`src/assert_macros.svh`:
```
// Assertion macros shared by the compensation pipeline modules.
// Each macro checks on the rising clock edge and is disabled while reset is active.
`ifndef ASSERT_MACROS_SVH
`define ASSERT_MACROS_SVH

// A property that must hold at every clock edge outside reset.
`define ASSERT_HOLDS(lbl, clk, rstn, prop, msg) \
    lbl: assert property (@(posedge clk) disable iff (!rstn) (prop)) else $error(msg);

// A condition that must be followed by a consequence at the next clock edge.
`define ASSERT_NEXT(lbl, clk, rstn, ante, cons, msg) \
    lbl: assert property (@(posedge clk) disable iff (!rstn) (ante) |=> (cons)) else $error(msg);

`endif

```
`src/ptc_pkg.sv`:
```
// Types and constants of the pressure and temperature compensation pipeline.
// Used by the register file, the three pipeline sections and the top level.
package ptc_pkg;

    // Field widths.
    localparam int SAMPLE_W  = 24;
    localparam int CAL_W     = 16;
    localparam int DT_W      = 25;
    localparam int Q_W       = 19;
    localparam int TEMP_W    = 20;
    localparam int WIDE_W    = 42;
    localparam int DD11_W    = 54;
    localparam int T_OUT_W   = 19;
    localparam int P_OUT_W   = 32;

    // Nominal temperature in centi-degrees.
    localparam logic signed [TEMP_W-1:0] TEMP_NOMINAL = 20'sd2000;

    // Register indexes on the configuration port.
    typedef enum logic [2:0] {
        REG_SENS_BASE         = 3'd0,
        REG_OFFSET_BASE       = 3'd1,
        REG_SENS_TEMP_COEFF   = 3'd2,
        REG_OFFSET_TEMP_COEFF = 3'd3,
        REG_TEMP_REFERENCE    = 3'd4,
        REG_TEMP_SLOPE        = 3'd5,
        REG_CAL_VALID         = 3'd6
    } reg_idx_t;

    // Calibration words as seen by the datapath.
    typedef struct packed {
        logic [CAL_W-1:0] sens_base;
        logic [CAL_W-1:0] offset_base;
        logic [CAL_W-1:0] sens_temp_coeff;
        logic [CAL_W-1:0] offset_temp_coeff;
        logic [CAL_W-1:0] temp_reference;
        logic [CAL_W-1:0] temp_slope;
        logic             calibration_valid;
    } cfg_t;

    // Word leaving the first-order section.
    typedef struct packed {
        logic                     ok;
        logic [SAMPLE_W-1:0]      d1;
        logic signed [Q_W-1:0]    q;
        logic signed [WIDE_W-1:0] off;
        logic signed [WIDE_W-1:0] sens;
        logic signed [DD11_W-1:0] dd11;
    } front_t;

    // Word leaving the second-order section.
    typedef struct packed {
        logic                     ok;
        logic [SAMPLE_W-1:0]      d1;
        logic signed [TEMP_W-1:0] temp2;
        logic signed [WIDE_W-1:0] x;
        logic signed [WIDE_W-1:0] off2;
    } second_t;

endpackage

```
`src/ptc_press.sv`:
```
// Pressure section: D1 times the corrected sensitivity, scaling and the output register.
// Five register stages, the last one drives the result channel.
// Depends on ptc_pkg and assert_macros.svh.
`include "assert_macros.svh"

module ptc_press
    import ptc_pkg::*;
(
    input  logic                aclk,
    input  logic                aresetn,
    input  logic                in_valid,
    output logic                in_ready,
    input  second_t             in_data,
    output logic                out_valid,
    output logic                out_res,
    output logic [T_OUT_W-1:0]  out_temp,
    output logic [P_OUT_W-1:0]  out_press,
    input  logic                out_ready
);

    logic [4:0] vld_reg;
    logic [4:0] adv;

    // Stage 1: two partial products of D1 with the split sensitivity.
    logic                      ok1_reg;
    logic signed [TEMP_W-1:0]  t1_reg;
    logic signed [WIDE_W-1:0]  o1_reg;
    logic signed [46:0]        pl_reg, pl_next;
    logic signed [45:0]        ph_reg, ph_next;
    logic signed [DT_W-1:0]    d1_s;

    // Stage 2: partial products joined.
    logic                      ok2_reg;
    logic signed [TEMP_W-1:0]  t2_reg;
    logic signed [WIDE_W-1:0]  o2_reg;
    logic signed [67:0]        prod_reg, prod_next;

    // Stage 3: division by 2^21.
    logic                      ok3_reg;
    logic signed [TEMP_W-1:0]  t3_reg;
    logic signed [WIDE_W-1:0]  o3_reg;
    logic signed [46:0]        q21_reg;
    logic signed [67:0]        prod_adj;

    // Stage 4: offset removed.
    logic                      ok4_reg;
    logic signed [TEMP_W-1:0]  t4_reg;
    logic signed [47:0]        a_reg, a_next;

    // Stage 5: division by 2^15 into the output register.
    logic                      res_reg;
    logic [T_OUT_W-1:0]        temp_out_reg, temp_out_next;
    logic [P_OUT_W-1:0]        press_out_reg, press_out_next;
    logic signed [47:0]        a_adj;

    always_comb begin
        adv[4] = !vld_reg[4] || out_ready;
        adv[3] = !vld_reg[3] || adv[4];
        adv[2] = !vld_reg[2] || adv[3];
        adv[1] = !vld_reg[1] || adv[2];
        adv[0] = !vld_reg[0] || adv[1];
    end

    assign in_ready  = adv[0];
    assign out_valid = vld_reg[4];
    assign out_res   = res_reg;
    assign out_temp  = temp_out_reg;
    assign out_press = press_out_reg;

    always_ff @(posedge aclk) begin
        if (!aresetn) begin
            vld_reg <= '0;
        end else begin
            if (adv[0]) vld_reg[0] <= in_valid;
            if (adv[1]) vld_reg[1] <= vld_reg[0];
            if (adv[2]) vld_reg[2] <= vld_reg[1];
            if (adv[3]) vld_reg[3] <= vld_reg[2];
            if (adv[4]) vld_reg[4] <= vld_reg[3];
        end
    end

    // Stage 1 logic: low half unsigned, high half signed.
    always_comb begin
        d1_s    = $signed({1'b0, in_data.d1});
        pl_next = d1_s * $signed({1'b0, in_data.x[20:0]});
        ph_next = d1_s * $signed(in_data.x[WIDE_W-1:21]);
    end

    // Stage 2 logic.
    always_comb begin
        prod_next = (68'(ph_reg) <<< 21) + 68'(pl_reg);
    end

    // Stage 3 logic: round toward zero.
    always_comb begin
        prod_adj = prod_reg + $signed({47'b0, {21{prod_reg[67]}}});
    end

    // Stage 4 logic.
    always_comb begin
        a_next = 48'(q21_reg) - 48'(o3_reg);
    end

    // Stage 5 logic: unusable words give zero fields.
    always_comb begin
        a_adj = a_reg + $signed({33'b0, {15{a_reg[47]}}});
        if (ok4_reg) begin
            temp_out_next  = t4_reg[T_OUT_W-1:0];
            press_out_next = a_adj[P_OUT_W+14:15];
        end else begin
            temp_out_next  = '0;
            press_out_next = '0;
        end
    end

    always_ff @(posedge aclk) begin
        if (adv[0]) begin
            ok1_reg <= in_data.ok;
            t1_reg  <= in_data.temp2;
            o1_reg  <= in_data.off2;
            pl_reg  <= pl_next;
            ph_reg  <= ph_next;
        end
        if (adv[1]) begin
            ok2_reg  <= ok1_reg;
            t2_reg   <= t1_reg;
            o2_reg   <= o1_reg;
            prod_reg <= prod_next;
        end
        if (adv[2]) begin
            ok3_reg <= ok2_reg;
            t3_reg  <= t2_reg;
            o3_reg  <= o2_reg;
            q21_reg <= prod_adj[67:21];
        end
        if (adv[3]) begin
            ok4_reg <= ok3_reg;
            t4_reg  <= t3_reg;
            a_reg   <= a_next;
        end
        if (adv[4]) begin
            res_reg       <= ok4_reg;
            temp_out_reg  <= temp_out_next;
            press_out_reg <= press_out_next;
        end
    end

    `ASSERT_NEXT(a_last_stage_drains, aclk, aresetn, vld_reg[3] && adv[4], out_valid, "word lost between scaling and output register")
    `ASSERT_HOLDS(a_invalid_zero, aclk, aresetn, !(out_valid && !out_res) || ((out_temp == '0) && (out_press == '0)), "unusable result carries nonzero fields")

endmodule

```
`config.mk`:
```
export PLATFORM = sky130hd
export DESIGN_NAME = ptc_press
export DESIGN_NICKNAME = d
export VERILOG_FILES = /design/src/ptc_pkg.sv /design/src/ptc_press.sv
export VERILOG_INCLUDE_DIRS = /design/src /design/src/src
export SDC_FILE = /design/constraint.sdc
export NUM_CORES = 2
export LEC_CHECK = 0
export BUFFER_PORTS_ARGS = -buffer_cell sky130_fd_sc_hd__buf_2
export CAP_MARGIN = 10
export CORE_MARGIN = 8
export CORE_UTILIZATION = 40
export CTS_CLUSTER_DIAMETER = 60
export DETAILED_ROUTE_END_ITERATION = 16
export GPL_TIMING_DRIVEN = 1
export RECOVER_POWER = 25
export SLEW_MARGIN = 10
export SYNTH_ARGS = -nofsm -noshare
export SYNTH_HDL_FRONTEND = slang
export SYNTH_SLANG_ARGS = --single-unit
```
`constraint.sdc`:
```
create_clock -name aclk -period 10.8 [get_ports aclk]
set_clock_uncertainty 0.1 [all_clocks]
set_input_delay 2.16 -clock aclk [delete_from_list [all_inputs] [get_ports aclk]]
set_output_delay 2.16 -clock aclk [all_outputs]
set_load 0.01 [all_outputs]
```
==> impl_metrics.env <==
export IMPL_outcome="finished with violations"
export IMPL_failed_checks="max-capacitance violations, max-slew violations"
export IMPL_grt_antenna_before_repair=16
export IMPL_firstDrtPassIters=7
export IMPL_drc_errors=0
export IMPL_yosysWarnings=0
export IMPL_wl_um=133100
export IMPL_worstSetupEndpointType="flop"
export IMPL_arrival_ns=9.44
export IMPL_overflow=0
export IMPL_clock_latency_ns=0.60
export IMPL_yosys_top_cells_count="inv_1, fa_1, nand2_1"
export IMPL_cts_sinks=517
export IMPL_viasPerCell=4.998
export IMPL_synth_top_area_share_pct=29.78
export IMPL_drv_slew=54
export IMPL_area_delta_synth_final_pct=7.645
export IMPL_crit_fanout=42
export IMPL_grt_max_degree=138
export IMPL_fp_dieW_um=390.2
export IMPL_tritoncts="built"
export IMPL_rsz0062_at_grt="false"
export IMPL_cp_slowest_cell="buf_2"
export IMPL_cts_setup_buffers=0
export IMPL_antenna_left=0
export IMPL_finalSetupViolations=0
export IMPL_cts_path_max_buffers=3
export IMPL_crit_type="primary input to flop"
export IMPL_synth_top_cell_by_area="fa_1"
export IMPL_max_freq_mhz=108.7
export IMPL_synthFlopType="edfxtp_1"
export IMPL_synth_area_top_cells="fa_1, edfxtp_1, ha_1, inv_1, and2_1"
export IMPL_first_global_vias=39593
export IMPL_hold_class="flop to flop"
export IMPL_yosysSeqAreaShare_pct=27.63
export IMPL_critPathLaunchType="primary input"
export IMPL_crit_chain="buf_2, nand2_1, fa_1, inv_1, fa_1, inv_1, fa_1, inv_1, fa_1, fa_1, fa_1, inv_1, fa_1, inv_1, ha_1, and4_1, and2_1, a221oi_1, nand2_1, o21ai_1, a31oi_1, a311oi_1, nor4_1, a311o_1"
export IMPL_post_drt_wl_per_cell_um=18.07
export IMPL_largest_register_ffs=68
export IMPL_syn_nets=6820
export IMPL_period_minus_slack_ns=9.201
export IMPL_path_clk_slew_ns=0.06
export IMPL_path_buf_inv=6
export IMPL_fin_nets=6851
export IMPL_initial_core_util_pct=40.23
export IMPL_cp_required_ns=11.04
export IMPL_drt_iter0_markers=2053
export IMPL_fin_crit_sh_pct=85.20
export IMPL_coreArea_sq_um=139200
export IMPL_grt_pass1_wl_um=218500
export IMPL_ios=187
export IMPL_drive_above_1_share_pct=5.930
export IMPL_ys_ff_latch=517
export IMPL_synth_cell_types=72
export IMPL_hpwlAfterDp_um=103600
export IMPL_portBuffers=185
export IMPL_async_reset_ff_share_pct=0
export IMPL_hold_viol=0
export IMPL_vias=36799
export IMPL_ctsResizeCount=0
export IMPL_cts_buffers_inserted=51
export IMPL_tightest_slew_ns=1.678
export IMPL_yosysMostFrequentCell="inv_1"
export IMPL_globalplace_congestion=0.8465
export IMPL_grtUsageTotal_pct=17.73
export IMPL_die_area_sq_um=152200
export IMPL_syn_avg_cell_area_sq_um=10.35
export IMPL_max_cap_violations=1
export IMPL_max_slew_margin_pct=-11.88
export IMPL_die_h_um=390.2
export IMPL_syn_area_sq_um=56000
export IMPL_syn_inst=5411
export IMPL_cpLargestDelayFamily="adder cells"
export IMPL_ctsHoldBuffers=0
export IMPL_cts_root_buf="clkbuf_16"
export IMPL_setup_tns_final_ns=0
export IMPL_cts_htree_levels=2
export IMPL_synth_edf_count=512
export IMPL_cp_common_cell="fa_1"
export IMPL_cp_slowest_stage_delay_ns=0.83
export IMPL_num_rows=137
==> routing by layer <==
metal  wire (um)  GRT usage [%]  up-vias
met1       61450          25.17    18607
met3        7518          2.447      134
li1            -              -    17132
met2       61620          29.25      922
met4        2441          3.460        4
met5          27              0        -
==> worst paths after layout <==
kind,startpoint,endpoint,slack [ns],cells after the start
worst max-delay path,in_data[109],ph_reg[43],1.60,24
worst min-delay path,t2_reg[2],t3_reg[2],0.31,0
worst max register to register,o3_reg[0],a_reg[44],6.73,11
worst min register to register,t2_reg[2],t3_reg[2],0.31,0
==> final cells by class <==
class	instances	area [sq um]
clock inverter	29	307.8
fill	13412	78900
sequential	517	15470
clock buffer	63	1321
timing repair buffer	221	1194
inverter	1037	3895
antenna	6	15.01
multi-input combinational	3614	35730
tap	1876	2347
==> metrics by stage <==
step	util [%]	instance area, sq um	hold slack [ns]	setup slack, ns	std cells
floorplan	-	56000	0.3003	2.022	5411
global placement	42.15	58660	0.3004	1.016	7265
detailed placement	42.15	58660	0.3045	0.9661	7265
CTS	43.32	60290	0.3114	1.613	7357
global route	43.30	60270	0.3226	1.250	7358
finish	43.31	60280	0.3136	1.599	7363
==> placed cells by master, fill, tap and decap left out, drive strengths merged, types with 25 or more instances in the layout <==
cell type,n
inv,1043
fa,833
nand2,669
and2,514
edfxtp,512
ha,443
buf,211
a21oi,166
xnor2,137
a21o,120
xor2,103
nor2,101
clkbuf,73
o21ai,72
nand3,62
nand4,50
and3,31
nor3,30
o21bai,28
nor2b,27
nand2b,25
==> worst reg2reg max path, cell delays in order, from the launching register on <==
cell,delay [ns]
edfxtp_1,0.38
ha_1,0.24
fa_1,0.40
nand2b_1,0.18
a21o_1,0.19
a31oi_1,0.40
o2111ai_1,0.30
a31oi_1,0.39
a31oi_1,0.23
o31ai_1,0.55
a31oi_1,0.18
xnor2_1,0.32
==> cell families after synthesis <==
logic type	Yosys count	share of synthesized area (%)
simple gates	1561	13.97
buf+inv	1280	8.597
fa+ha+maj	1276	39.67
compound gates	534	6.323
flops	517	27.63
xor+xnor	240	3.753
mux	3	0.05362
Power is not shown: default switching activity piles up to over one toggle a cycle in this logic, so the estimate is an artifact.
