**src/assert_macros.svh**
```systemverilog
// Assertion macros shared by the compensation pipeline modules.
// Each macro checks on the rising clock edge and is disabled while reset is active.
`ifndef ASSERT_MACROS_SVH
`define ASSERT_MACROS_SVH

// A property that must hold at every clock edge outside reset.
`define ASSERT_HOLDS(lbl, clk, rstn, prop, msg) \
    lbl: assert property (@(posedge clk) disable iff (!rstn) (prop)) else $error(msg);

// A condition that must be followed by a consequence at the next clock edge.
`define ASSERT_NEXT(lbl, clk, rstn, ante, cons, msg) \
    lbl: assert property (@(posedge clk) disable iff (!rstn) (ante) |=> (cons)) else $error(msg);

`endif

```
**src/ptc_pkg.sv**
```systemverilog
// Types and constants of the pressure and temperature compensation pipeline.
// Used by the register file, the three pipeline sections and the top level.
package ptc_pkg;

    // Field widths.
    localparam int SAMPLE_W  = 24;
    localparam int CAL_W     = 16;
    localparam int DT_W      = 25;
    localparam int Q_W       = 19;
    localparam int TEMP_W    = 20;
    localparam int WIDE_W    = 42;
    localparam int DD11_W    = 54;
    localparam int T_OUT_W   = 19;
    localparam int P_OUT_W   = 32;

    // Nominal temperature in centi-degrees.
    localparam logic signed [TEMP_W-1:0] TEMP_NOMINAL = 20'sd2000;

    // Register indexes on the configuration port.
    typedef enum logic [2:0] {
        REG_SENS_BASE         = 3'd0,
        REG_OFFSET_BASE       = 3'd1,
        REG_SENS_TEMP_COEFF   = 3'd2,
        REG_OFFSET_TEMP_COEFF = 3'd3,
        REG_TEMP_REFERENCE    = 3'd4,
        REG_TEMP_SLOPE        = 3'd5,
        REG_CAL_VALID         = 3'd6
    } reg_idx_t;

    // Calibration words as seen by the datapath.
    typedef struct packed {
        logic [CAL_W-1:0] sens_base;
        logic [CAL_W-1:0] offset_base;
        logic [CAL_W-1:0] sens_temp_coeff;
        logic [CAL_W-1:0] offset_temp_coeff;
        logic [CAL_W-1:0] temp_reference;
        logic [CAL_W-1:0] temp_slope;
        logic             calibration_valid;
    } cfg_t;

    // Word leaving the first-order section.
    typedef struct packed {
        logic                     ok;
        logic [SAMPLE_W-1:0]      d1;
        logic signed [Q_W-1:0]    q;
        logic signed [WIDE_W-1:0] off;
        logic signed [WIDE_W-1:0] sens;
        logic signed [DD11_W-1:0] dd11;
    } front_t;

    // Word leaving the second-order section.
    typedef struct packed {
        logic                     ok;
        logic [SAMPLE_W-1:0]      d1;
        logic signed [TEMP_W-1:0] temp2;
        logic signed [WIDE_W-1:0] x;
        logic signed [WIDE_W-1:0] off2;
    } second_t;

endpackage

```
**src/ptc_second.sv**
```systemverilog
// Second-order section: low-temperature corrections, TEMP2 and the corrected terms.
// Three register stages; depends on ptc_pkg and assert_macros.svh.
`include "assert_macros.svh"

module ptc_second
    import ptc_pkg::*;
(
    input  logic    aclk,
    input  logic    aresetn,
    input  logic    in_valid,
    output logic    in_ready,
    input  front_t  in_data,
    output logic    out_valid,
    output second_t out_data,
    input  logic    out_ready
);

    logic [2:0] vld_reg;
    logic [2:0] adv;

    // Stage 1: square of the temperature deviation and Ti.
    logic                      ok1_reg;
    logic [SAMPLE_W-1:0]       d1_1_reg;
    logic                      low1_reg;
    logic signed [2*Q_W-1:0]   sq_reg, sq_next;
    logic signed [TEMP_W-1:0]  ti_reg, ti_next;
    logic signed [TEMP_W-1:0]  temp_reg, temp_next;
    logic signed [WIDE_W-1:0]  off1_reg, sens1_reg;

    // Stage 2: gated corrections.
    logic                      ok2_reg;
    logic [SAMPLE_W-1:0]       d1_2_reg;
    logic                      low2_reg;
    logic signed [TEMP_W-1:0]  temp2_reg, temp2_next;
    logic signed [WIDE_W-1:0]  offi_reg, offi_next;
    logic signed [WIDE_W-1:0]  sensi_reg, sensi_next;
    logic signed [WIDE_W-1:0]  off2_reg, sens2_reg;
    logic signed [43:0]        sq_w, s31, s63;

    // Stage 3: corrected sensitivity and offset.
    second_t                   s3_reg, s3_next;

    always_comb begin
        adv[2] = !vld_reg[2] || out_ready;
        adv[1] = !vld_reg[1] || adv[2];
        adv[0] = !vld_reg[0] || adv[1];
    end

    assign in_ready  = adv[0];
    assign out_valid = vld_reg[2];
    assign out_data  = s3_reg;

    always_ff @(posedge aclk) begin
        if (!aresetn) begin
            vld_reg <= '0;
        end else begin
            if (adv[0]) vld_reg[0] <= in_valid;
            if (adv[1]) vld_reg[1] <= vld_reg[0];
            if (adv[2]) vld_reg[2] <= vld_reg[1];
        end
    end

    // Stage 1 logic. The deviation TEMP - 2000 is the truncated quotient itself.
    always_comb begin
        sq_next   = in_data.q * in_data.q;
        ti_next   = $signed({1'b0, in_data.dd11[DD11_W-1:35]});
        temp_next = TEMP_W'(in_data.q) + TEMP_NOMINAL;
    end

    // Stage 2 logic: the corrections apply only below the nominal temperature.
    always_comb begin
        sq_w       = 44'(sq_reg);
        s31        = (sq_w <<< 5) - sq_w;
        s63        = (sq_w <<< 6) - sq_w;
        temp2_next = low1_reg ? (temp_reg - ti_reg) : temp_reg;
        offi_next  = low1_reg ? $signed({1'b0, s31[43:3]}) : '0;
        sensi_next = low1_reg ? $signed({3'b0, s63[43:5]}) : '0;
    end

    // Stage 3 logic.
    always_comb begin
        s3_next.ok    = ok2_reg;
        s3_next.d1    = d1_2_reg;
        s3_next.temp2 = temp2_reg;
        s3_next.x     = sens2_reg - sensi_reg;
        s3_next.off2  = off2_reg - offi_reg;
    end

    always_ff @(posedge aclk) begin
        if (adv[0]) begin
            ok1_reg   <= in_data.ok;
            d1_1_reg  <= in_data.d1;
            low1_reg  <= in_data.q[Q_W-1];
            sq_reg    <= sq_next;
            ti_reg    <= ti_next;
            temp_reg  <= temp_next;
            off1_reg  <= in_data.off;
            sens1_reg <= in_data.sens;
        end
        if (adv[1]) begin
            ok2_reg   <= ok1_reg;
            d1_2_reg  <= d1_1_reg;
            low2_reg  <= low1_reg;
            temp2_reg <= temp2_next;
            offi_reg  <= offi_next;
            sensi_reg <= sensi_next;
            off2_reg  <= off1_reg;
            sens2_reg <= sens1_reg;
        end
        if (adv[2]) begin
            s3_reg <= s3_next;
        end
    end

    `ASSERT_HOLDS(a_warm_no_correction, aclk, aresetn, !(vld_reg[1] && !low2_reg) || ((offi_reg == '0) && (sensi_reg == '0)), "second-order terms applied above nominal temperature")

endmodule

```
**config.mk**
```make
export PLATFORM = sky130hd
export DESIGN_NAME = ptc_second
export DESIGN_NICKNAME = d
export VERILOG_FILES = /design/src/ptc_pkg.sv /design/src/ptc_second.sv
export VERILOG_INCLUDE_DIRS = /design/src /design/src/src
export SDC_FILE = /design/constraint.sdc
export NUM_CORES = 2
export LEC_CHECK = 0
export ABC_AREA = 1
export BUFFER_PORTS_ARGS = -buffer_cell sky130_fd_sc_hd__buf_2
export CAP_MARGIN = 20
export CORE_ASPECT_RATIO = 1.1
export CORE_MARGIN = 2
export CORE_UTILIZATION = 45
export CTS_CLUSTER_SIZE = 10
export DETAILED_ROUTE_END_ITERATION = 8
export PLACE_DENSITY = 0.63
export RECOVER_POWER = 50
export SYNTH_ARGS = -nofsm -noshare
export SYNTH_HDL_FRONTEND = slang
export SYNTH_SLANG_ARGS = --single-unit
```
**constraint.sdc**
```tcl
create_clock -name aclk -period 10.5 [get_ports aclk]
set_clock_uncertainty 0.2 [all_clocks]
set_input_delay 1.05 -clock aclk [delete_from_list [all_inputs] [get_ports aclk]]
set_output_delay 1.05 -clock aclk [all_outputs]
set_load 0.005 [all_outputs]
```
==> impl_metrics.env <==
export IMPL_result_of_the_run="complete, but fails checks"
export IMPL_yosysUniqueCellTypes=49
export IMPL_finished_core_util_pct=50.0
export IMPL_gpl_congestion=0.979
export IMPL_timing_final_max_slew_violations=297
export IMPL_dp_cells=6666
export IMPL_ys_flop_type="sky130_fd_sc_hd__edfxtp_1"
export IMPL_global_route_usage_total_pct=24.5
export IMPL_fillCellCount=9255
export IMPL_multi_input_area_um2=22900
export IMPL_numClockSinks=526
export IMPL_detail_route_first_pass_iterations=6
export IMPL_worst_setup_path_start_kind="input pin"
export IMPL_setup_tns_after_final_layout_ns=0
export IMPL_clock_pin_slew_reported_for_the_worst_setup_and_hold_paths_after_clock_tree_synthesis_ns=0.06
export IMPL_crit_top_cell="sky130_fd_sc_hd__fa_1"
export IMPL_post_cts_setup_inserts=0
export IMPL_antenna_found_initial=2
export IMPL_cts_made_buffers=60
export IMPL_synthMostInstantiatedCell="sky130_fd_sc_hd__nand2_1"
export IMPL_critPathArrivalTime_ns=8.43
export IMPL_tightestPinTransition_ns=4.67
export IMPL_placementRows=119
export IMPL_finalInstanceArea_um2=47600
export IMPL_hpwl_after_detailed_placement_um=100000
export IMPL_finalHoldViolCount=0
export IMPL_cts_htree_levels=2
export IMPL_design_die_area_um2=98200
export IMPL_yosysTopAreaCellShare_pct=36.5
export IMPL_via_per_inst=4.97
export IMPL_detail_route_antenna_nets=0
export IMPL_grt_max_degree=107
export IMPL_critical_path_slowest_cell="sky130_fd_sc_hd__clkbuf_1"
export IMPL_area_delta_synth_final_pct=10.5
export IMPL_ys_top_cells_by_count="sky130_fd_sc_hd__nand2_1 (1477), sky130_fd_sc_hd__inv_1 (1099), sky130_fd_sc_hd__edfxtp_1 (523)"
export IMPL_period_minus_slack_ns=8.24
export IMPL_drt_drc_violations_left=0
export IMPL_post_cts_resized=0
export IMPL_synth_top_cell_by_area="sky130_fd_sc_hd__edfxtp_1"
export IMPL_cts_hold_buf=0
export IMPL_worst_setup_path_end_kind="flop"
export IMPL_post_synthesis_async_set_or_reset_flop_share_pct=0
export IMPL_rsz0062_at_grt="no"
export IMPL_mappedNetlistNets=5970
export IMPL_chipWidth_um=299
export IMPL_reg2reg_setup_slack_ns=3.21
export IMPL_wl_per_cell_um=17.8
export IMPL_sequential_cell_area_um2=15800
export IMPL_grt_pass1_vias=33800
export IMPL_cp_cell_sequence="clkbuf_1 -> clkinv_1 -> nor2_1 -> fa_1 -> fa_1 -> fa_1 -> inv_1 -> fa_1 -> inv_1 -> fa_1 -> inv_1 -> fa_1 -> inv_1 -> ha_1 -> ha_1 -> nand2_1 -> inv_1 -> nand3_1 -> nor4_1 -> a21oi_1 -> nand2_1 -> nand2_1"
export IMPL_cap_violations=5
export IMPL_post_synth_instance_area_um2=43100
export IMPL_cts_buffer_depth=3
export IMPL_final_layout_size_suffix_gt1_share_pct=6.60
export IMPL_initialDrtViolationCount=2170
export IMPL_placedInstanceArea_um2=46000
export IMPL_crit_fanout=32
export IMPL_syn_avg_cell_area_um2=8.36
export IMPL_postSynthRegisterBits=526
export IMPL_vias=33600
export IMPL_violations="capacitance limit, slew limit"
export IMPL_number_of_flip_flops_under_the_largest_register_name=129
export IMPL_syn_instance_count=5156
export IMPL_synth_top_cells_by_area="sky130_fd_sc_hd__edfxtp_1 (36%), sky130_fd_sc_hd__fa_1 (15%), sky130_fd_sc_hd__nand2_1 (13%)"
export IMPL_layout_cells_non_filler=6753
export IMPL_grt_overflow=0
export IMPL_max_stage_delay_ns=1.24
export IMPL_yosysWarningCount=0
export IMPL_critPathRequiredTime_ns=10.69
export IMPL_route_final_wire_length_um=120000
export IMPL_finalSetupViolations=0
export IMPL_numPortBuffers=281
export IMPL_timing_slew_headroom_pct=-213
export IMPL_floorplan_io_pins=317
export IMPL_number_of_enable_type_register_cells_in_the_synthesized_netlist=523
export IMPL_initial_utilization_pct=45.2
export IMPL_criticalPathCategory="in -> reg"
export IMPL_finalNetCount=6272
export IMPL_core_area_um2=95300
export IMPL_fmax_mhz=121
export IMPL_die_height_um=329
export IMPL_period_share_pct=78.5
export IMPL_synth_sequential_area_ratio_pct=36.6
export IMPL_clock_tree_from_tritoncts="yes"
export IMPL_clk_root_buffer_cell="sky130_fd_sc_hd__clkbuf_16"
export IMPL_first_pass_grt_wire_length_um=186000
export IMPL_timing_hold_worst_class="reg -> reg"
export IMPL_clkLatencyLatePin_ns=0.65
worst max-delay path: cells and delay by family:
kind	cells	cell delay [ns]
buffers and inverters	7	2.41
AND/OR/NAND/NOR	6	1.09
adder cells (fa/ha/maj)	8	3.72
AO/OA/AOI/OAI	1	0.13
final timing paths:
check                              startpoint  cells after the start             to
worst max-delay path             in_data[156]                     22     sq_reg[37]
worst min-delay path            temp2_reg[15]                      0   out_data[99]
worst min register to register  temp2_reg[15]                      0   out_data[99]
worst max register to register     vld_reg[2]                      4  temp2_reg[16]
metrics by stage:
stage,hold WS (ns),setup slack [ns]
global route,0.221,1.78
global placement,0.200,2.67
CTS,0.214,3.24
detailed placement,0.205,2.55
floorplan,0.200,1.08
finish,0.213,2.26
layer usage:
| metal | track usage, % | routed length [µm] | vias up |
|---|---|---|---|
| met4 | 7.72 | 3870 | 2 |
| met1 | 31.4 | 51500 | 15900 |
| met5 | 0 | 8 | - |
| li1 | - | - | 16700 |
| met2 | 44.2 | 60100 | 823 |
| met3 | 1.97 | 4930 | 173 |
layout make-up:
cell class                      instances  share of cell area [%]
Antenna cell                            1                 0.00526
Clock buffer                           79                    3.39
Clock inverter                          7                   0.252
Inverter                             1108                    8.75
Multi-Input combinational cell       3470                    48.2
Sequential cell                       526                    33.1
Tap cell                             1270                    3.34
Timing Repair Buffer                  292                    2.97
kinds of logic after synthesis:
logic type,Yosys count,share of synthesized area [%]
AND/OR/NAND/NOR,2275,21.2
XOR/XNOR,105,2.13
buffers and inverters,1160,10.2
AO/OA/AOI/OAI,462,5.86
flip-flops,526,36.6
adder cells (fa/ha/maj),628,24.0
layout by cell type, fill, tap and decap left out, types with 6 or more instances in the layout:
master                      count
sky130_fd_sc_hd__o21a_1        14
sky130_fd_sc_hd__fa_1         332
sky130_fd_sc_hd__nand4_1       45
sky130_fd_sc_hd__nand2_1     1477
sky130_fd_sc_hd__ha_1         296
sky130_fd_sc_hd__nand3_1      203
sky130_fd_sc_hd__a21oi_1      252
sky130_fd_sc_hd__or2_2          9
sky130_fd_sc_hd__clkbuf_1      68
sky130_fd_sc_hd__nor3_1        26
sky130_fd_sc_hd__buf_2        233
sky130_fd_sc_hd__buf_4          7
sky130_fd_sc_hd__edfxtp_1     523
sky130_fd_sc_hd__nand3b_1       6
sky130_fd_sc_hd__o21bai_1      25
sky130_fd_sc_hd__nand2_2        9
sky130_fd_sc_hd__inv_1       1099
sky130_fd_sc_hd__o21ai_0      137
sky130_fd_sc_hd__nor2_1       477
sky130_fd_sc_hd__a21o_1        11
sky130_fd_sc_hd__a31oi_1        9
sky130_fd_sc_hd__xnor2_1       28
sky130_fd_sc_hd__xor2_1        77
sky130_fd_sc_hd__clkbuf_16     61
Power is left out: the tool's default activity adds up to more than one toggle a clock period on the data nets, which glitch-free logic cannot reach.
