===== config.mk =====
export PLATFORM = sky130hd
export DESIGN_NAME = ptc_regs
export DESIGN_NICKNAME = d
export VERILOG_FILES = /design/src/assert_macros.svh /design/src/ptc_pkg.sv /design/src/ptc_regs.sv
export SDC_FILE = /design/constraint.sdc
export NUM_CORES = 1
export LEC_CHECK = 0
export BUFFER_PORTS_ARGS = -buffer_cell sky130_fd_sc_hd__buf_2
export CAP_MARGIN = 25
export CORE_UTILIZATION = 45
export CTS_BUF_LIST = sky130_fd_sc_hd__clkbuf_2 sky130_fd_sc_hd__clkbuf_4 sky130_fd_sc_hd__clkbuf_8
export DETAILED_ROUTE_END_ITERATION = 10
export GPL_TIMING_DRIVEN = 0
export PLACE_DENSITY_LB_ADDON = 0.15
export SLEW_MARGIN = 30
export SYNTH_ARGS = -nofsm -noshare
export SYNTH_HDL_FRONTEND = slang
export SYNTH_SLANG_ARGS = --single-unit

===== constraint.sdc =====
create_clock -name aclk -period 3.9 [get_ports aclk]
set_clock_uncertainty 0.05 [all_clocks]
set_input_delay 0.195 -clock aclk [delete_from_list [all_inputs] [get_ports aclk]]
set_output_delay 0.195 -clock aclk [all_outputs]
set_load 0.005 [all_outputs]

===== src/assert_macros.svh =====
// Assertion macros shared by the compensation pipeline modules.
// Each macro checks on the rising clock edge and is disabled while reset is active.
`ifndef ASSERT_MACROS_SVH
`define ASSERT_MACROS_SVH

// A property that must hold at every clock edge outside reset.
`define ASSERT_HOLDS(lbl, clk, rstn, prop, msg) \
    lbl: assert property (@(posedge clk) disable iff (!rstn) (prop)) else $error(msg);

// A condition that must be followed by a consequence at the next clock edge.
`define ASSERT_NEXT(lbl, clk, rstn, ante, cons, msg) \
    lbl: assert property (@(posedge clk) disable iff (!rstn) (ante) |=> (cons)) else $error(msg);

`endif


===== src/ptc_pkg.sv =====
// Types and constants of the pressure and temperature compensation pipeline.
// Used by the register file, the three pipeline sections and the top level.
package ptc_pkg;

    // Field widths.
    localparam int SAMPLE_W  = 24;
    localparam int CAL_W     = 16;
    localparam int DT_W      = 25;
    localparam int Q_W       = 19;
    localparam int TEMP_W    = 20;
    localparam int WIDE_W    = 42;
    localparam int DD11_W    = 54;
    localparam int T_OUT_W   = 19;
    localparam int P_OUT_W   = 32;

    // Nominal temperature in centi-degrees.
    localparam logic signed [TEMP_W-1:0] TEMP_NOMINAL = 20'sd2000;

    // Register indexes on the configuration port.
    typedef enum logic [2:0] {
        REG_SENS_BASE         = 3'd0,
        REG_OFFSET_BASE       = 3'd1,
        REG_SENS_TEMP_COEFF   = 3'd2,
        REG_OFFSET_TEMP_COEFF = 3'd3,
        REG_TEMP_REFERENCE    = 3'd4,
        REG_TEMP_SLOPE        = 3'd5,
        REG_CAL_VALID         = 3'd6
    } reg_idx_t;

    // Calibration words as seen by the datapath.
    typedef struct packed {
        logic [CAL_W-1:0] sens_base;
        logic [CAL_W-1:0] offset_base;
        logic [CAL_W-1:0] sens_temp_coeff;
        logic [CAL_W-1:0] offset_temp_coeff;
        logic [CAL_W-1:0] temp_reference;
        logic [CAL_W-1:0] temp_slope;
        logic             calibration_valid;
    } cfg_t;

    // Word leaving the first-order section.
    typedef struct packed {
        logic                     ok;
        logic [SAMPLE_W-1:0]      d1;
        logic signed [Q_W-1:0]    q;
        logic signed [WIDE_W-1:0] off;
        logic signed [WIDE_W-1:0] sens;
        logic signed [DD11_W-1:0] dd11;
    } front_t;

    // Word leaving the second-order section.
    typedef struct packed {
        logic                     ok;
        logic [SAMPLE_W-1:0]      d1;
        logic signed [TEMP_W-1:0] temp2;
        logic signed [WIDE_W-1:0] x;
        logic signed [WIDE_W-1:0] off2;
    } second_t;

endpackage


===== src/ptc_regs.sv =====
// APB register file holding the six calibration words and the valid flag.
// Depends on ptc_pkg for the register indexes and the calibration struct.
module ptc_regs
    import ptc_pkg::*;
(
    input  logic        aclk,
    input  logic        aresetn,
    input  logic        psel,
    input  logic        penable,
    input  logic        pwrite,
    input  logic [4:0]  paddr,
    input  logic [31:0] pwdata,
    output logic [31:0] prdata,
    output logic        pready,
    output cfg_t        cfg
);

    cfg_t     cfg_reg;
    reg_idx_t idx;

    assign idx    = reg_idx_t'(paddr[4:2]);
    assign pready = 1'b1;
    assign cfg    = cfg_reg;

    // Register writes in the access phase.
    always_ff @(posedge aclk) begin
        if (!aresetn) begin
            cfg_reg <= '0;
        end else if (psel && penable && pwrite) begin
            unique case (idx)
                REG_SENS_BASE:         cfg_reg.sens_base         <= pwdata[15:0];
                REG_OFFSET_BASE:       cfg_reg.offset_base       <= pwdata[15:0];
                REG_SENS_TEMP_COEFF:   cfg_reg.sens_temp_coeff   <= pwdata[15:0];
                REG_OFFSET_TEMP_COEFF: cfg_reg.offset_temp_coeff <= pwdata[15:0];
                REG_TEMP_REFERENCE:    cfg_reg.temp_reference    <= pwdata[15:0];
                REG_TEMP_SLOPE:        cfg_reg.temp_slope        <= pwdata[15:0];
                REG_CAL_VALID:         cfg_reg.calibration_valid <= pwdata[0];
                default: ;
            endcase
        end
    end

    // Read-back multiplexer.
    always_comb begin
        unique case (idx)
            REG_SENS_BASE:         prdata = {16'b0, cfg_reg.sens_base};
            REG_OFFSET_BASE:       prdata = {16'b0, cfg_reg.offset_base};
            REG_SENS_TEMP_COEFF:   prdata = {16'b0, cfg_reg.sens_temp_coeff};
            REG_OFFSET_TEMP_COEFF: prdata = {16'b0, cfg_reg.offset_temp_coeff};
            REG_TEMP_REFERENCE:    prdata = {16'b0, cfg_reg.temp_reference};
            REG_TEMP_SLOPE:        prdata = {16'b0, cfg_reg.temp_slope};
            REG_CAL_VALID:         prdata = {31'b0, cfg_reg.calibration_valid};
            default:               prdata = '0;
        endcase
    end

endmodule


==> impl_results.rst, run 1 <==
.. list-table::
   :header-rows: 1

   * - Metric
     - Value
   * - Crit path required time
     - 3.65 ns
   * - I/O pin count
     - around 170
   * - Outcome
     - finished clean
   * - # hold bufs at CTS
     - 0
   * - Tmin final
     - approximately 2.1 ns
   * - Kind of end point of the critical path
     - output port
   * - Global-route wire length before repair
     - 20600 um
   * - Final HPWL DP
     - 9700 um
   * - Input/output buffers
     - 133
   * - Library cell with the largest summed area after synthesis
     - sky130_fd_sc_hd__dfxtp_1
   * - CTS H-tree depth
     - 3
   * - Net switching power
     - 0.451 mW
   * - Max clock buf depth
     - 2
   * - Number of vias in the routed layout
     - 4012
   * - Tightest Pin Transition
     - 0.856 ns
   * - Share of power burned in registers
     - 52.1%
   * - Combined area of the multi-input logic cells
     - 0.00230 mm^2
   * - Primary FF master, synth
     - sky130_fd_sc_hd__dfxtp_1
   * - Core area
     - 0.00973 mm^2
   * - RePlAce Congestion
     - 0.809
   * - Most frequent cells after synthesis
     - sky130_fd_sc_hd__mux2i_1, sky130_fd_sc_hd__nand2_1, sky130_fd_sc_hd__dfxtp_1, sky130_fd_sc_hd__buf_4, sky130_fd_sc_hd__mux2_2
   * - Number of DRC markers after the initial detailed-route iteration
     - 180
   * - Number of cells upsized or downsized after cts
     - 0
   * - Max Cap Violations
     - 0
   * - CTS root buf
     - sky130_fd_sc_hd__clkbuf_8
   * - Number of flip-flops under the largest register name
     - 97
   * - Number of standard cells after synthesis
     - between 400 and 500
   * - Area fraction of the dominant cell type after synthesis
     - roughly 43%
   * - Share of cells above drive strength 1
     - 33.2%
   * - Largest fanout on the critical path
     - 10
   * - Die Span Y
     - 102 um
   * - Final-layout setup total negative slack
     - 0 ns
   * - Async S/R FF share, synth
     - 0%
   * - Leakage power summed over all cells
     - 2.57 nW
   * - Part of the power in the clock network
     - 39.4%
   * - Post-route setup slack
     - 1.77 ns
   * - Pin count of the biggest net entering global routing
     - 15
   * - Area of the mapped netlist
     - 0.00450 mm^2
   * - Initial antenna violation count
     - 0
   * - Layout overhead on the synthesized area
     - 24.9%
   * - Type of the setup path with the least slack
     - input pin to output port
   * - Count of endpoints failing setup in the final report
     - 0
   * - Register bit total from synthesis
     - 97
   * - Average cell area after synthesis
     - ~9.8 um^2
   * - Number of antenna repair diodes
     - 0
   * - Vias per inst
     - 5.31
   * - Number of flops mapped to enable cells by yosys
     - 0
   * - Pre-CTS setup slack
     - roughly 1.8 ns
   * - Rows
     - 36
   * - Overall Global Routing Usage
     - a little over a quarter
   * - Die X
     - 102 um
   * - Hold violation total from the final report
     - 0
   * - Setup repair bufs after CTS
     - 0
   * - Count of nets after finishing
     - 660
   * - Source-to-sink clock delay at the later pin of the worst-skew pair
     - around 0.36 ns
   * - Power density relative to cell area
     - 342 mW/mm^2
   * - Comb power frac
     - 8.5%
   * - Internal power summed over all cells
     - roughly 1.5 mW
   * - Routed wire length
     - between 10000 and 15000 um
   * - Max Clock Freq
     - 469 MHz
   * - Vias in the first global route
     - 3707
   * - GRT Residual Overflow
     - 0
   * - TritonCTS clock tree
     - yes
   * - Die area
     - around 0.010 mm^2
   * - Cell total after placement
     - 740
   * - Seq/Total Area, Yosys
     - 43.1%
   * - Clock edge transition at the registers on the reported setup and hold paths
     - 0.09 ns
   * - Main area contributors after synthesis
     - sky130_fd_sc_hd__dfxtp_1, sky130_fd_sc_hd__mux2i_1, sky130_fd_sc_hd__nand2_1
   * - Hold WC Path Type
     - input pin to flop
   * - # clock sinks
     - 97
   * - Period Utilization, post-route
     - 54.7%
   * - Power consumption
     - 1.92 mW
   * - Number of cells in the finished layout apart from fillers
     - between 700 and 800
   * - Tightest slew margin relative to the limit
     - 42.9%
   * - Arrival time reported for the critical path endpoint
     - 1.89 ns
   * - Average wire length per cell after detail routing
     - 18.6 um
   * - RSZ-0062 raised after global routing
     - no
   * - Worst Setup Start Kind
     - input pin
   * - Register cell area after layout
     - 0.00194 mm^2
   * - Number of distinct library cell variants in the gate-level netlist after synthesis
     - 33
   * - Antenna Violating Nets Remaining
     - 0
   * - Initial core utilization
     - 46.3%
   * - Fin Hold WS
     - 0.157 ns
   * - Highest ir drop seen on vdd
     - around 160 uV
   * - Clock buffer count from CTS
     - 9
   * - First-pass detailed-route iteration total
     - 5
   * - Sw Ratio
     - a little under a quarter
   * - DRC errors left
     - 0
   * - Filler cell count in the final layout
     - 931
   * - Warnings, synthesis
     - 0
   * - Number of pins exceeding their max-slew limit in the final report
     - 0
-- cells by family (layout without fill, tap and decap cells) --
logic type	Yosys count	in the layout	synth area share [%]
muxes	133	133	30.4
and+or+nand+nor	133	133	12.8
DFF	97	97	43.1
buffers and inverters	52	201	6.95
AOI/OAI and AO/OA	42	42	6.56
other	2	17	0.167
-- final cells by class --
cell class	count	area share [%]
sequential	97	34.5
clock inverter	2	1.07
buffer	51	5.49
timing repair buffer	133	11.8
clock buffer	14	3.09
inverter	1	0.0667
tap	133	2.96
multi-input combinational	325	41.0
-- per-stage QoR --
step	instance area, um^2	utilization, %
detailed placement	5390	55.4
global placement	5390	55.4
CTS	5630	57.8
floorplan	4560	-
finish	5630	57.8
global route	5630	57.8
-- power groups by stage --
stage,clock network (mW),logic (mW),registers (mW)
finish,0.758,0.163,1.00
global route,0.808,0.175,1.00
CTS,0.764,0.161,1.00
detailed placement,0,0.160,1.03
global placement,0,0.158,1.03
floorplan,0,0.0974,1.03
-- per-layer routing --
metal | global-route usage (%) | part of all wire [%]
met1 | 35.4 | 44
met2 | 44.8 | 48
met3 | 3.49 | 5.6
met4 | 11.0 | 2.3
met5 | 0 | 0
-- cells in the final DEF, fill, tap and decap left out, drive strengths merged, types with 2 or more instances in the layout --
cell | Yosys | final
buf | 35 | 168
mux2i | 113 | 113
nand2 | 113 | 113
dfxtp | 97 | 97
clkbuf | 16 | 30
mux2 | 19 | 19
conb | 2 | 17
a22oi | 15 | 15
o21ai | 10 | 10
nor2 | 9 | 9
o22a | 4 | 4
a221oi | 3 | 3
a21oi | 3 | 3
nand4b | 3 | 3
nand2b | 2 | 2
nor2b | 2 | 2
o22ai | 2 | 2
a311o | 2 | 2
bufinv | 0 | 2
or2 | 2 | 2
-- final timing paths --
kind	startpoint	endpoint	slack [ns]	depth (start not counted)
max	paddr[3]	prdata[12]	1.77	6
min	penable	cfg[0]	0.16	3
max reg2reg	cfg[20]	cfg[20]	3.17	2
min reg2reg	cfg[11]	cfg[11]	0.42	2
-- critical path, stage by stage --
cell and delay, ns:
sky130_fd_sc_hd__buf_6 0.11, sky130_fd_sc_hd__clkbuf_1 0.39, sky130_fd_sc_hd__nor3b_1 0.70, sky130_fd_sc_hd__a22oi_1 0.19
sky130_fd_sc_hd__o21ai_0 0.14, sky130_fd_sc_hd__buf_2 0.16
Power figures use the tool's default switching activity.
==> inputs of run 2 (changes only) <==
- ABC_AREA: default -> 1
- clock period: 3.9 -> 2.1 ns (I/O delays scaled with it)
==> impl_results.rst, run 2 <==
.. list-table::
   :header-rows: 1

   * - Metric
     - Value
   * - Outcome
     - finished clean
   * - Tightest slew margin relative to the limit
     - 61.0%
   * - Fin Hold WS
     - 0.131 ns
   * - Power consumption
     - 3.76 mW
   * - Vias in the first global route
     - about 4800
   * - Clock edge transition at the registers on the reported setup and hold paths
     - about 0.090 ns
   * - Number of flops mapped to enable cells by yosys
     - 0
   * - Area fraction of the dominant cell type after synthesis
     - 38.1%
   * - Power density relative to cell area
     - 603 mW/mm^2
   * - Clock buffer count from CTS
     - 9
   * - Die X
     - ~110 um
   * - Max Used Layer
     - met4
   * - Stage delay of the slowest cell on the critical path
     - 0.46 ns
   * - Max clock buf depth
     - 2
   * - Post-route cell area
     - between 0.006 and 0.007 mm^2
   * - Library cell with the largest summed area after synthesis
     - sky130_fd_sc_hd__dfxtp_1
   * - Critical Path, Cell by Cell
     - buf_2 > nor2_4 > clkbuf_1 > nand3_1 > nand2_1 > nor2_1 > nand2_1 > buf_2
   * - Max Clock Freq
     - 608 MHz
   * - Main area contributors after synthesis
     - sky130_fd_sc_hd__dfxtp_1, sky130_fd_sc_hd__nand2_1, sky130_fd_sc_hd__nor2_1
   * - Routed wire length
     - 17500 um
   * - Warnings, synthesis
     - 0
   * - Tightest Pin Transition
     - 0.585 ns
   * - DP Area
     - roughly 0.006 mm^2
   * - Number of vias in the routed layout
     - 5538
   * - Crit path required time
     - 1.95 ns
   * - CTS root buf
     - sky130_fd_sc_hd__clkbuf_8
   * - Final HPWL DP
     - 12900 um
   * - Number of standard cells after synthesis
     - between 700 and 800
   * - Register bit total from synthesis
     - 97
   * - Average wire length per cell after detail routing
     - 15.9 um
   * - Area of the mapped netlist
     - between 0.005 and 0.006 mm^2
   * - Commonest non-fill, non-tap cell in the layout
     - sky130_fd_sc_hd__nand2_1
   * - Vias per inst
     - around 5
   * - Number of pins exceeding their max-slew limit in the final report
     - 0
   * - Number of cells upsized or downsized after cts
     - 0
   * - Sum of buffers and inverters on the critical path
     - 3
   * - Gate family responsible for the most delay along the worst path
     - buffers and inverters
   * - Hold violation total from the final report
     - 0
   * - Max Cap Violations
     - 0
   * - Number of DRC markers after the initial detailed-route iteration
     - ~430
   * - Setup repair bufs after CTS
     - 0
   * - Initial core utilization
     - 46.6%
   * - Most frequent cells after synthesis
     - sky130_fd_sc_hd__nand2_1, sky130_fd_sc_hd__nor2_1, sky130_fd_sc_hd__dfxtp_1, sky130_fd_sc_hd__nand3_1, sky130_fd_sc_hd__inv_1
   * - Layout overhead on the synthesized area
     - 22.4%
   * - RePlAce Congestion
     - 0.898
   * - Type of the setup path with the least slack
     - input pin to output port
   * - Count of endpoints failing setup in the final report
     - 0
   * - Rows
     - 38
   * - Primary FF master, synth
     - sky130_fd_sc_hd__dfxtp_1
   * - Leakage power summed over all cells
     - 3.29 nW
   * - Die Span Y
     - about 110 um
   * - Average cell area after synthesis
     - 6.40 um^2
   * - Filler cell count in the final layout
     - 1182
   * - Overall Global Routing Usage
     - 30.4%
   * - CTS H-tree depth
     - 3
   * - Pin count of the biggest net entering global routing
     - 17
   * - Final-layout setup total negative slack
     - 0 ns
   * - # hold bufs at CTS
     - 0
   * - Detail Route met2 WL
     - between 7000 and 8000 um
   * - Initial antenna violation count
     - 0
   * - Slowest CP cell
     - sky130_fd_sc_hd__clkbuf_1
   * - Number of antenna repair diodes
     - 0
   * - Number of distinct library cell variants in the gate-level netlist after synthesis
     - 19
   * - Count of nets after finishing
     - 998
   * - Arrival time reported for the critical path endpoint
     - 1.49 ns
   * - Number of flip-flops under the largest register name
     - 97
   * - Most used standard cell by instance count after synthesis
     - sky130_fd_sc_hd__nand2_1
   * - Worst Setup Start Kind
     - input pin
   * - Die area
     - 0.0117 mm^2
   * - # clock sinks
     - between 90 and 100
   * - Kind of end point of the critical path
     - output port
   * - Tmin final
     - 1.64 ns
   * - Source-to-sink clock delay at the later pin of the worst-skew pair
     - 0.36 ns
   * - RSZ-0062 raised after global routing
     - no
   * - Share of cells above drive strength 1
     - between 20% and 30%
   * - First-pass detailed-route iteration total
     - 5
   * - Highest ir drop seen on vdd
     - 457 uV
   * - Largest fanout on the critical path
     - 10
   * - Async S/R FF share, synth
     - 0%
   * - TritonCTS clock tree
     - yes
   * - Input/output buffers
     - approximately 130
   * - Hold WC Path Type
     - input pin to flop
   * - Commonest cells after routing, fill and taps aside
     - sky130_fd_sc_hd__nand2_1, sky130_fd_sc_hd__nor2_1, sky130_fd_sc_hd__buf_2
   * - Global-route wire length before repair
     - 26400 um
   * - GRT Residual Overflow
     - 0
   * - Seq/Total Area, Yosys
     - 38.1%
   * - WL met1
     - ~7700 um
   * - Period Utilization, post-route
     - 78.3%
   * - Antenna Violating Nets Remaining
     - 0
   * - Met3 WL post-DR
     - 1490 um
   * - DRC errors left
     - 0
   * - Core area
     - 0.0109 mm^2
   * - I/O pin count
     - roughly 170
-- run 2: per-stage QoR --
step	util [%]	std cells	worst slack (ns)
detailed placement	54.8	1085	0.480
global placement	54.8	1085	0.502
finish	57.0	1101	0.456
CTS	57.0	1101	0.474
floorplan	-	811	1.01
global route	57.0	1101	0.351
-- run 2: worst min-delay path: stages --
cell	delay, ns
sky130_fd_sc_hd__buf_6	0.13
sky130_fd_sc_hd__nand3_1	0.09
sky130_fd_sc_hd__nor2_1	0.05
sky130_fd_sc_hd__nor2_1	0.08
sky130_fd_sc_hd__nor2_1	0.05
-- run 2: cell families (layout without fill, tap and decap cells) --
family / count (synthesis) / in the layout / synth area share (%)
buffers and inverters: 106 / 256 / 11.7
other: 2 / 17 / 0.147
flip-flops: 97 / 97 / 38.1
AND/OR/NAND/NOR: 591 / 591 / 50.0
-- run 2: path summary, 6_finish.rpt --
check,start,to,slack [ns],cells after the start
worst max-delay path,paddr[2],prdata[7],0.46,8
worst min-delay path,paddr[3],cfg[0],0.13,5
worst max register to register,cfg[89],cfg[89],1.41,2
worst min register to register,cfg[17],cfg[17],0.45,2
-- run 2: final cells by class --
cell class	instances	area (um^2)	area share (%)
clock inverters	5	86.3	1.38
plain buffers	69	459	7.37
repair buffers	134	671	10.8
well taps	140	175	2.81
multi-input cells	608	2610	41.9
inverters	37	139	2.23
clock buffers	11	151	2.43
flip-flops and latches	97	1940	31.2
-- run 2: layer usage --
| metal | vias up | global-route usage [%] |
|---|---|---|
| met1 | 2485 | 42.7 |
| met5 | - | 0 |
| li1 | 2758 | - |
| met3 | 26 | 4.46 |
| met4 | 0 | 12.4 |
| met2 | 269 | 46.5 |
-- run 2: where the power goes --
| group | switching, mW | leakage [nW] | internal (mW) |
|---|---|---|---|
| sequential | 0.0202 | 0.783 | 1.86 |
| combinational | 0.298 | 2.39 | 0.140 |
| clock | 0.695 | 0.120 | 0.746 |
| total | 1.01 | 3.29 | 2.75 |
